[config.mk]
export PLATFORM = sky130hd
export DESIGN_NAME = pfbi_ctrl
export DESIGN_NICKNAME = d
export VERILOG_FILES = /design/src/rtl/pfbi_pkg.sv /design/src/rtl/pfbi_ctrl.sv
export SDC_FILE = /design/constraint.sdc
export NUM_CORES = 1
export LEC_CHECK = 0
export BUFFER_PORTS_ARGS = -buffer_cell sky130_fd_sc_hd__buf_2
export CORE_ASPECT_RATIO = 0.9
export CORE_UTILIZATION = 40
export CTS_BUF_LIST = sky130_fd_sc_hd__clkbuf_8
export CTS_CLUSTER_DIAMETER = 120
export DETAILED_ROUTE_END_ITERATION = 10
export GPL_TIMING_DRIVEN = 0
export SKIP_LAST_GASP = 1
export SLEW_MARGIN = 20
export SYNTH_ARGS = -nofsm -noshare
export SYNTH_HDL_FRONTEND = slang
export SYNTH_SLANG_ARGS = --single-unit
[constraint.sdc]
create_clock -name clk -period 3.04 [get_ports clk]
set_clock_uncertainty 0.1 [all_clocks]
set_input_delay 0.456 -clock clk [delete_from_list [all_inputs] [get_ports clk]]
set_output_delay 0.456 -clock clk [all_outputs]
set_load 0.01 [all_outputs]
[src/rtl/pfbi_pkg.sv]
package pfbi_pkg;

  localparam int LIMB_W    = 64;
  localparam int NUM_LIMBS = 6;
  localparam int ELEM_W    = LIMB_W * NUM_LIMBS;
  localparam int EXP_IW    = 9;

  localparam logic [1:0] FIELD_SECP = 2'd0;
  localparam logic [1:0] FIELD_BN   = 2'd1;
  localparam logic [1:0] FIELD_BLS  = 2'd2;

  localparam logic [1:0] ST_OK   = 2'd0;
  localparam logic [1:0] ST_ZERO = 2'd1;
  localparam logic [1:0] ST_LONG = 2'd2;

  typedef enum logic [1:0] {
    PW_ELEM  = 2'd0,
    PW_MUL   = 2'd1,
    PW_TOTAL = 2'd2
  } pf_wsel_t;

  typedef enum logic [1:0] {
    MA_PF    = 2'd0,
    MA_TOTAL = 2'd1,
    MA_BASE  = 2'd2
  } mul_a_t;

  typedef enum logic [1:0] {
    MB_ELEM = 2'd0,
    MB_BASE = 2'd1,
    MB_PF   = 2'd2,
    MB_EL   = 2'd3
  } mul_b_t;

  typedef struct packed {
    logic              latch_in;
    logic              el_we;
    logic              pf_we;
    pf_wsel_t          pf_wsel;
    logic              mul_start;
    mul_a_t            a_sel;
    mul_b_t            b_sel;
    logic              total_one;
    logic              total_mul;
    logic              base_pd;
    logic              base_mul;
    logic              out_ld;
    logic              out_err;
    logic [1:0]        out_status;
    logic [EXP_IW-1:0] exp_idx;
  } dp_cmd_t;

  typedef struct packed {
    logic is_zero;
    logic mul_done;
    logic exp_bit;
  } dp_stat_t;

  // unused selector code falls back to secp256k1
  function automatic logic [1:0] norm_field(input logic [1:0] sel);
    return (sel == FIELD_BN || sel == FIELD_BLS) ? sel : FIELD_SECP;
  endfunction

  function automatic logic [ELEM_W-1:0] prime_of(input logic [1:0] sel);
    logic [ELEM_W-1:0] p;
    case (sel)
      FIELD_BN: p = {128'd0, 64'h30644E72E131A029, 64'hB85045B68181585D,
                     64'h97816A916871CA8D, 64'h3C208C16D87CFD47};
      FIELD_BLS: p = {64'h1A0111EA397FE69A, 64'h4B1BA7B6434BACD7,
                      64'h64774B84F38512BF, 64'h6730D2A0F6B0F624,
                      64'h1EABFFFEB153FFFF, 64'hB9FEFFFFFFFFAAAB};
      default: p = {128'd0, 64'hFFFFFFFFFFFFFFFF, 64'hFFFFFFFFFFFFFFFF,
                    64'hFFFFFFFFFFFFFFFF, 64'hFFFFFFFEFFFFFC2F};
    endcase
    return p;
  endfunction

  function automatic logic [ELEM_W-1:0] exp_of(input logic [1:0] sel);
    return prime_of(sel) - ELEM_W'(2);
  endfunction

endpackage

[src/rtl/pfbi_ctrl.sv]
module pfbi_ctrl import pfbi_pkg::*; #(
  parameter int MAX_BATCH = 64,
  localparam int AW = (MAX_BATCH > 1) ? $clog2(MAX_BATCH) : 1
) (
  input  logic          clk,
  input  logic          rst,
  input  logic          in_valid,
  input  logic          in_last,
  output logic          in_ready,
  input  logic          out_ready,
  output logic          out_valid,
  output logic          out_last,
  output dp_cmd_t       cmd,
  output logic [AW-1:0] waddr,
  output logic [AW-1:0] el_raddr,
  output logic [AW-1:0] pf_raddr,
  input  dp_stat_t      stat
);
  localparam int CW = $clog2(MAX_BATCH + 1);

  typedef enum logic [16:0] {
    S_IDLE    = 17'b00000000000000001,
    S_STORE   = 17'b00000000000000010,
    S_PF_RD   = 17'b00000000000000100,
    S_PF_WAIT = 17'b00000000000001000,
    S_CHECK   = 17'b00000000000010000,
    S_INV_LD  = 17'b00000000000100000,
    S_EXP     = 17'b00000000001000000,
    S_EXP_MW  = 17'b00000000010000000,
    S_SQ_GO   = 17'b00000000100000000,
    S_SQ_MW   = 17'b00000001000000000,
    S_WALK    = 17'b00000010000000000,
    S_WALK_RD = 17'b00000100000000000,
    S_W1_MW   = 17'b00001000000000000,
    S_W2_GO   = 17'b00010000000000000,
    S_W2_MW   = 17'b00100000000000000,
    S_EMIT_RD = 17'b01000000000000000,
    S_OUT     = 17'b10000000000000000
  } ctrl_state_t;

  ctrl_state_t       state, state_next;
  logic [CW-1:0]     count, count_next;
  logic [AW-1:0]     idx, idx_next;
  logic [EXP_IW-1:0] eidx, eidx_next;
  logic              last_l, last_l_next;
  logic              zero_seen, zero_seen_next;
  logic              ovf_seen, ovf_seen_next;
  logic              out_last_r, out_last_next;
  logic              emit_ld, emit_ld_next;
  logic [CW-1:0]     cm1;

  assign cm1 = count - CW'(1);

  always_comb begin
    state_next     = state;
    count_next     = count;
    idx_next       = idx;
    eidx_next      = eidx;
    last_l_next    = last_l;
    zero_seen_next = zero_seen;
    ovf_seen_next  = ovf_seen;
    out_last_next  = out_last_r;
    emit_ld_next   = 1'b0;
    cmd            = '0;
    cmd.exp_idx    = eidx;
    cmd.out_status = ST_OK;
    waddr          = count[AW-1:0];
    el_raddr       = idx;
    pf_raddr       = cm1[AW-1:0];

    unique case (state)
      S_IDLE: begin
        if (in_valid) begin
          cmd.latch_in = 1'b1;
          last_l_next  = in_last;
          state_next   = S_STORE;
        end
      end
      S_STORE: begin
        if (count == CW'(MAX_BATCH)) begin
          ovf_seen_next = 1'b1;
          state_next    = S_CHECK;
        end else begin
          cmd.el_we = 1'b1;
          if (stat.is_zero) begin
            zero_seen_next = 1'b1;
          end
          if (count == '0) begin
            cmd.pf_we   = 1'b1;
            cmd.pf_wsel = PW_ELEM;
            count_next  = count + CW'(1);
            state_next  = S_CHECK;
          end else begin
            state_next = S_PF_RD;
          end
        end
      end
      S_PF_RD: begin
        cmd.mul_start = 1'b1;
        cmd.a_sel     = MA_PF;
        cmd.b_sel     = MB_ELEM;
        state_next    = S_PF_WAIT;
      end
      S_PF_WAIT: begin
        if (stat.mul_done) begin
          cmd.pf_we   = 1'b1;
          cmd.pf_wsel = PW_MUL;
          count_next  = count + CW'(1);
          state_next  = S_CHECK;
        end
      end
      S_CHECK: begin
        // prefix of the last stored item is being read here for the inversion
        if (!last_l) begin
          state_next = S_IDLE;
        end else if (ovf_seen || zero_seen) begin
          cmd.out_ld     = 1'b1;
          cmd.out_err    = 1'b1;
          cmd.out_status = ovf_seen ? ST_LONG : ST_ZERO;
          out_last_next  = 1'b1;
          state_next     = S_OUT;
        end else begin
          state_next = S_INV_LD;
        end
      end
      S_INV_LD: begin
        cmd.total_one = 1'b1;
        cmd.base_pd   = 1'b1;
        eidx_next     = '0;
        idx_next      = cm1[AW-1:0];
        state_next    = S_EXP;
      end
      S_EXP: begin
        if (stat.exp_bit) begin
          cmd.mul_start = 1'b1;
          cmd.a_sel     = MA_TOTAL;
          cmd.b_sel     = MB_BASE;
          state_next    = S_EXP_MW;
        end else begin
          state_next = S_SQ_GO;
        end
      end
      S_EXP_MW: begin
        if (stat.mul_done) begin
          cmd.total_mul = 1'b1;
          state_next    = S_SQ_GO;
        end
      end
      S_SQ_GO: begin
        cmd.mul_start = 1'b1;
        cmd.a_sel     = MA_BASE;
        cmd.b_sel     = MB_BASE;
        state_next    = S_SQ_MW;
      end
      S_SQ_MW: begin
        if (stat.mul_done) begin
          cmd.base_mul = 1'b1;
          if (eidx == EXP_IW'(ELEM_W - 1)) begin
            state_next = S_WALK;
          end else begin
            eidx_next  = eidx + 1'b1;
            state_next = S_EXP;
          end
        end
      end
      S_WALK: begin
        pf_raddr = idx - 1'b1;
        waddr    = idx;
        if (idx == '0) begin
          // what is left of the running inverse belongs to the first element
          cmd.pf_we   = 1'b1;
          cmd.pf_wsel = PW_TOTAL;
          state_next  = S_EMIT_RD;
        end else begin
          state_next = S_WALK_RD;
        end
      end
      S_WALK_RD: begin
        pf_raddr      = idx - 1'b1;
        cmd.mul_start = 1'b1;
        cmd.a_sel     = MA_TOTAL;
        cmd.b_sel     = MB_PF;
        state_next    = S_W1_MW;
      end
      S_W1_MW: begin
        pf_raddr = idx - 1'b1;
        waddr    = idx;
        if (stat.mul_done) begin
          cmd.pf_we   = 1'b1;
          cmd.pf_wsel = PW_MUL;
          state_next  = S_W2_GO;
        end
      end
      S_W2_GO: begin
        cmd.mul_start = 1'b1;
        cmd.a_sel     = MA_TOTAL;
        cmd.b_sel     = MB_EL;
        state_next    = S_W2_MW;
      end
      S_W2_MW: begin
        if (stat.mul_done) begin
          cmd.total_mul = 1'b1;
          idx_next      = idx - 1'b1;
          state_next    = S_WALK;
        end
      end
      S_EMIT_RD: begin
        pf_raddr      = idx;
        emit_ld_next  = 1'b1;
        out_last_next = (idx == cm1[AW-1:0]);
        state_next    = S_OUT;
      end
      S_OUT: begin
        pf_raddr = idx;
        // inverse word lands in the cycle after the read was issued
        if (emit_ld) begin
          cmd.out_ld = 1'b1;
        end else if (out_ready) begin
          if (out_last_r) begin
            count_next     = '0;
            zero_seen_next = 1'b0;
            ovf_seen_next  = 1'b0;
            state_next     = S_IDLE;
          end else begin
            idx_next   = idx + 1'b1;
            state_next = S_EMIT_RD;
          end
        end
      end
      default: state_next = S_IDLE;
    endcase
  end

  always_ff @(posedge clk) begin
    if (rst) begin
      state      <= S_IDLE;
      count      <= '0;
      zero_seen  <= 1'b0;
      ovf_seen   <= 1'b0;
      out_last_r <= 1'b0;
      emit_ld    <= 1'b0;
    end else begin
      state      <= state_next;
      count      <= count_next;
      zero_seen  <= zero_seen_next;
      ovf_seen   <= ovf_seen_next;
      out_last_r <= out_last_next;
      emit_ld    <= emit_ld_next;
    end
  end

  always_ff @(posedge clk) begin
    idx    <= idx_next;
    eidx   <= eidx_next;
    last_l <= last_l_next;
  end

  assign in_ready  = (state == S_IDLE);
  assign out_valid = (state == S_OUT) && !emit_ld;
  assign out_last  = out_last_r;
endmodule

==> results of run 1 <==
routing by layer:
layer | vias to the layer above | routed length, um | global-route usage
li1 | 1450 | - | -
met1 | 1416 | 3930 | 0.308
met2 | 115 | 3660 | 0.327
met3 | 14 | 549 | 0.0399
met4 | 0 | 144 | 0.0559
met5 | - | 0 | 0
area by class of cell:
class                           count  area, um2
Tap cell                           93        116
Multi-Input combinational cell    284       1900
Sequential cell                    44       1050
Fill cell                         707       3500
Clock buffer                        5       68.8
Inverter                           12       45.0
Clock inverter                      3       11.3
Timing Repair Buffer               67        365
Buffer                             16       90.1
worst paths after layout:
path              depth (start not counted)           to  slack, ns
setup reg to reg                          8     count[6]       0.40
hold / removal                            1       last_l       0.24
setup / recovery                          8  pf_raddr[4]      -0.09
hold reg to reg                           1     state[5]       0.39
power by group through the flow:
stage	sequential [mW]	combinational, mW	clock (mW)
after floorplan	0.640	0.175	0
after global placement	0.643	0.244	0
after detailed placement	0.643	0.245	0
after CTS	0.630	0.254	0.360
final	0.631	0.260	0.352
after global routing	0.632	0.286	0.382
per-stage QoR:
stage	std cells	util	hold WS, ns
2_1_floorplan	359	-	0.334
3_3_place_gp	507	0.474	0.380
3_5_place_dp	507	0.474	0.400
4_1_cts	523	0.504	0.232
5_1_grt	524	0.510	0.229
6_report	524	0.510	0.238
worst max-delay path: cells and delay by family (launching register included):
kind / cells / cell delay [ns]
compound gates: 1 / 0.27
buf+inv: 2 / 0.26
flops: 1 / 0.38
simple gates: 5 / 1.37
timing repair:
action,CTS,global route
endpoints found under the hold margin,0,0
pin swaps,9,4
endpoints found under the setup margin,18,19
hold buffers,0,0
buffers inserted,8,3
gates resized for setup,24,12
cloned,1,0
sequential cells by signal, summed over array words and instances (netlist names):
name and cells:
count 7, eidx 9, out_last 1, last_l 1, ovf_seen 1, emit_ld 1, state 17, el_raddr 6
zero_seen 1
cell usage after synthesis (all sizes together) (12+ instances only):
library cell / number
nor2: 54
inv: 12
clkbuf: 12
xnor2: 14
o21ai: 19
nor3: 14
nand2: 31
edfxtp: 16
a21oi: 15
dfxtp: 28
nand3: 14
cell families (layout without fill, tap and decap cells):
kind of cell	after synthesis	count (layout)	share of synthesized area
adder cells (fa/ha/maj)	6	6	0.0250
AND/OR/NAND/NOR	186	186	0.345
multiplexers	7	7	0.0250
buffers and inverters	31	103	0.0497
AO/OA/AOI/OAI	63	63	0.144
flip-flops	44	44	0.347
XOR/XNOR	22	22	0.0643
==> flow_summary_export.csv, run 1 <==
group,metric,value,unit
status,status,"finished, violations left",
status,violations,"negative setup slack",
timing,finalCriticalPeriod,3.13,ns
pwr,swShare,0.296,
pwr,power_density,341,nW/um2
pwr,comb_power_share,0.209,
timing,finalCritPeriodShare,1.03,
clock_tree,clock-sinks,44,
critical_path,setup.worst_path.start_class,"flop",
critical_path,slowest_delay,0.58,ns
yosys,yosysTopAreaCellShare,0.187,
route,wl,8280,um
pwr,power_switching,0.368,mW
grt,grt_start_max_net_pins,13,
yosys,synth_area,3000,um2
layout,layout_common_cells,"57 x buf_2, 49 x nor2_1, 29 x nand2_1",
layout,nets,444,
route,antenna_left,0,
critical_path,crit_required,2.48,ns
pwr,ir_worst_vdd,0.000212,V
critical_path,worstReg2RegStart,"state[8]",
layout,final_area,3640,um2
critical_path,cp_max_fo,7,
critical_path,end_kind,"output port",
floorplanning,chipWidth,93.3,um
floorplanning,die_h,84.1,um
timing,finalSetupTns,-0.414,ns
pwr,p_leak,1.55,nW
floorplanning,ioPinCount,56,
clock_tree,clk_pin_slew,0.09,ns
yosys,ys_types,63,
clock_tree,numCtsBuffers,5,
placed_design,place_area,3390,um2
critical_path,critPathSlowestCell,"or4_4",
job,drv_cap,0,
placed_design,portBuffers,55,
floorplanning,die_area,7850,um2
grt,antenna_found_initial,0,
floorplanning,num_rows,29,
yosys,avgSynthCellArea,8.35,um2
layout,mostFrequentLayoutCell,"buf_2",
grt,track_usage,0.214,
yosys,synth_area_leaders,"dfxtp_1 19%, edfxtp_1 16%, nor2_1 6.5%, xnor2_1 4.1%, nand2_1 3.8%",
yosys,syn-num-nets,373,
clock_tree,root_buffer,"clkbuf_8",
timing,finalSetupViolations,10,
yosys,ys.flop_type,"dfxtp_1",
yosys,synth_edf_count,16,
route,via_per_inst,5.72,
timing,tightest_slew,0.613,ns
layout,drive_gt1_frac,0.292,
placed_design,pre_cts_ws,0.125,ns
grt,grt_pass1_vias,2691,
route,drt_first_iter_violations,161,
route,firstDrtPassIters,5,
layout,diodes,0,
clock_tree,cts_tree,"built",
clock_tree,worstSkewPairLatency,0.30,ns
floorplanning,core,7150,um2
critical_path,critical_path.cell_chain,"or4_4 > nor4_4 > nand3_2 > and3_4 > buf_6 > o32a_1 > nand2_1 > buf_2",
worst_hold_path,worstHoldStart,"in_last",
route,drcViolationCount,0,
route,post_drt_wl_per_cell,15.8,um
placed_design,dp_hpwl,6060,um
route,vias,2995,
clock_tree,cts_max_path_buffers,2,
timing,grt_setup_unrepaired,"true",
floorplanning,start_util,0.419,
pwr,seqPwrFrac,0.508,
timing,worst_slack,-0.0949,ns
placed_design,gp_congestion,0.878,
yosys,synth_seq_area_share,0.347,
yosys,synth_area_leader_cell,"dfxtp_1",
yosys,ys_ff_latch,44,
critical_path,crit_type,"flop to output port",
grt,grt_pass1_wl,13300,um
timing,fmax,319,MHz
timing,hold_viol,0,
yosys,ys_warn_count,0,
pwr,power,1.24,mW
layout,area_growth,21.6,%
yosys,synthArstFlopShare,0,
timing,slew_viol_final,0,
yosys,synthCells,359,
grt,gr-total-overflow,0,
critical_path,arrival,2.58,ns
clock_tree,htreeDepth,2,
pwr,p_clk_frac,0.283,
pwr,p_int,0.874,mW
critical_path,startpoint,"state[14]",
worst_hold_path,hp-class,"primary input to flop",
timing,slew_headroom,0.592,
Note: power is estimated with default switching activity, not from simulation.
==> run 2: changes to the inputs <==
--- a/config.mk
+++ b/config.mk
@@ -12,6 +12,7 @@
 export CTS_CLUSTER_DIAMETER = 120
 export DETAILED_ROUTE_END_ITERATION = 10
 export GPL_TIMING_DRIVEN = 0
+export SKIP_CTS_REPAIR_TIMING = 1
 export SKIP_LAST_GASP = 1
 export SLEW_MARGIN = 20
 export SYNTH_ARGS = -nofsm -noshare
==> flow_summary_export.csv, run 2 (synthesized netlist as in run 1, its figures left out) <==
group,metric,value,unit
timing,tightest_slew,0.612,ns
grt,antenna_found_initial,0,
critical_path,r2r-end,"count[6]",
grt,grt_pass1_vias,2551,
route,drt_first_iter_violations,203,
clock_tree,htreeDepth,2,
timing,finalCriticalPeriod,3.18,ns
layout,nets,444,
grt,gr-total-overflow,0,
layout,fin_cells,524,
critical_path,setup.worst_path.start_class,"flop",
clock_tree,clk_pin_slew,0.09,ns
layout,largestRegisters,"state x17, eidx x9, count x7",
pwr,power_density,341,nW/um2
critical_path,rr_worst_depth,9,
floorplanning,die_h,84.1,um
layout,drive_gt1_frac,0.281,
status,violations,"negative setup slack",
critical_path,startpoint,"state[8]",
timing,slew_headroom,0.592,
layout,layout_common_cells,"57 x buf_2, 50 x nor2_1, 29 x nand2_1",
job,drv_cap,0,
placed_design,portBuffers,55,
layout,final_area,3650,um2
grt,track_usage,0.207,
floorplanning,die_area,7850,um2
layout,diodes,0,
route,drcViolationCount,0,
layout,largest_reg_flops,17,
route,vias,3009,
status,status,"finished, violations left",
timing,holdWs,0.237,ns
grt,grt_start_max_net_pins,13,
layout,area_growth,21.7,%
placed_design,dp.cells,507,
worst_hold_path,worstHoldStart,"in_last",
timing,fmax,315,MHz
route,via_per_inst,5.74,
pwr,p_leak,1.55,nW
floorplanning,core,7150,um2
timing,hold_viol,0,
timing,finalSetupViolations,12,
floorplanning,chipWidth,93.3,um
timing,slew_viol_final,0,
route,firstDrtPassIters,4,
clock_tree,worstSkewPairLatency,0.30,ns
layout,utilization,0.511,
floorplanning,num_rows,29,
clock_tree,root_buffer,"clkbuf_8",
timing,finalCritPeriodShare,1.05,
pwr,power,1.24,mW
critical_path,worstReg2RegStart,"state[8]",
pwr,ir_worst_vdd,0.000222,V
critical_path,crit_required,2.48,ns
floorplanning,start_util,0.419,
grt,grt_pass1_wl,12800,um
placed_design,dp_hpwl,6060,um
placed_design,place_area,3390,um2
clock_tree,cts_max_path_buffers,2,
layout,regMostFlops,"state",
floorplanning,ioPinCount,56,
worst_hold_path,hp-class,"primary input to flop",
critical_path,crit_type,"flop to output port",
route,post_drt_wl_per_cell,15.7,um
clock_tree,numCtsBuffers,5,
critical_path,reg2reg_slack,0.34,ns
route,antenna_left,0,
route,wl,8230,um
critical_path,cp_max_fo,5,
timing,worst_slack,-0.137,ns
critical_path,arrival,2.62,ns
placed_design,gp_congestion,0.878,
clock_tree,cts_tree,"built",
critical_path,end_kind,"output port",
layout,mostFrequentLayoutCell,"buf_2",
clock_tree,clock-sinks,44,
timing,grt_setup_unrepaired,"true",
critical_path,endpoint,"pf_raddr[4]",
[run 2: final cells by class]
type	count	area (um2)
plain buffers	18	110
repair buffers	65	348
clock buffers	5	68.8
multi-input cells	284	1910
clock inverters	3	11.3
inverters	12	45.0
well taps	93	116
flip-flops and latches	44	1040
fillers	705	3500
[run 2: metrics by stage]
stage / TNS (ns) / setup slack [ns]
finish: -0.863 / -0.137
global route: -2.03 / -0.209
CTS: -2.20 / -0.249
detailed placement: 0 / 0.125
global placement: 0 / 0.105
floorplan: 0 / 0.393
[run 2: metal layers]
metal	vias to the layer above	part of all wire	wire (um)	global-route usage
li1	1449	-	-	-
met1	1452	0.48	3960	0.304
met2	100	0.45	3720	0.320
met3	8	0.056	462	0.0353
met4	0	0.011	87	0.0392
met5	-	0	0	0
[run 2: worst min path at each step]
stage / end / depth (start not counted)
6_report: last_l / 1
5_1_grt: last_l / 1
4_1_cts: last_l / 1
3_5_place_dp: state[5] / 1
3_3_place_gp: state[5] / 1
2_1_floorplan: state[5] / 1
[run 2: worst max-delay path, stage by stage, from the launching register on]
cell and delay, ns:
dfxtp_2 0.35, or4_4 0.53, buf_6 0.14, nor4_4 0.32
nand3_2 0.16, and3_4 0.23, buf_6 0.13, o32a_1 0.27
nand2_1 0.07, buf_2 0.12
[run 2: power by group]
part	internal, mW	leakage, nW	switching (mW)
registers	0.620	0.389	0.0123
logic	0.102	1.12	0.158
clock network	0.154	0.0482	0.198
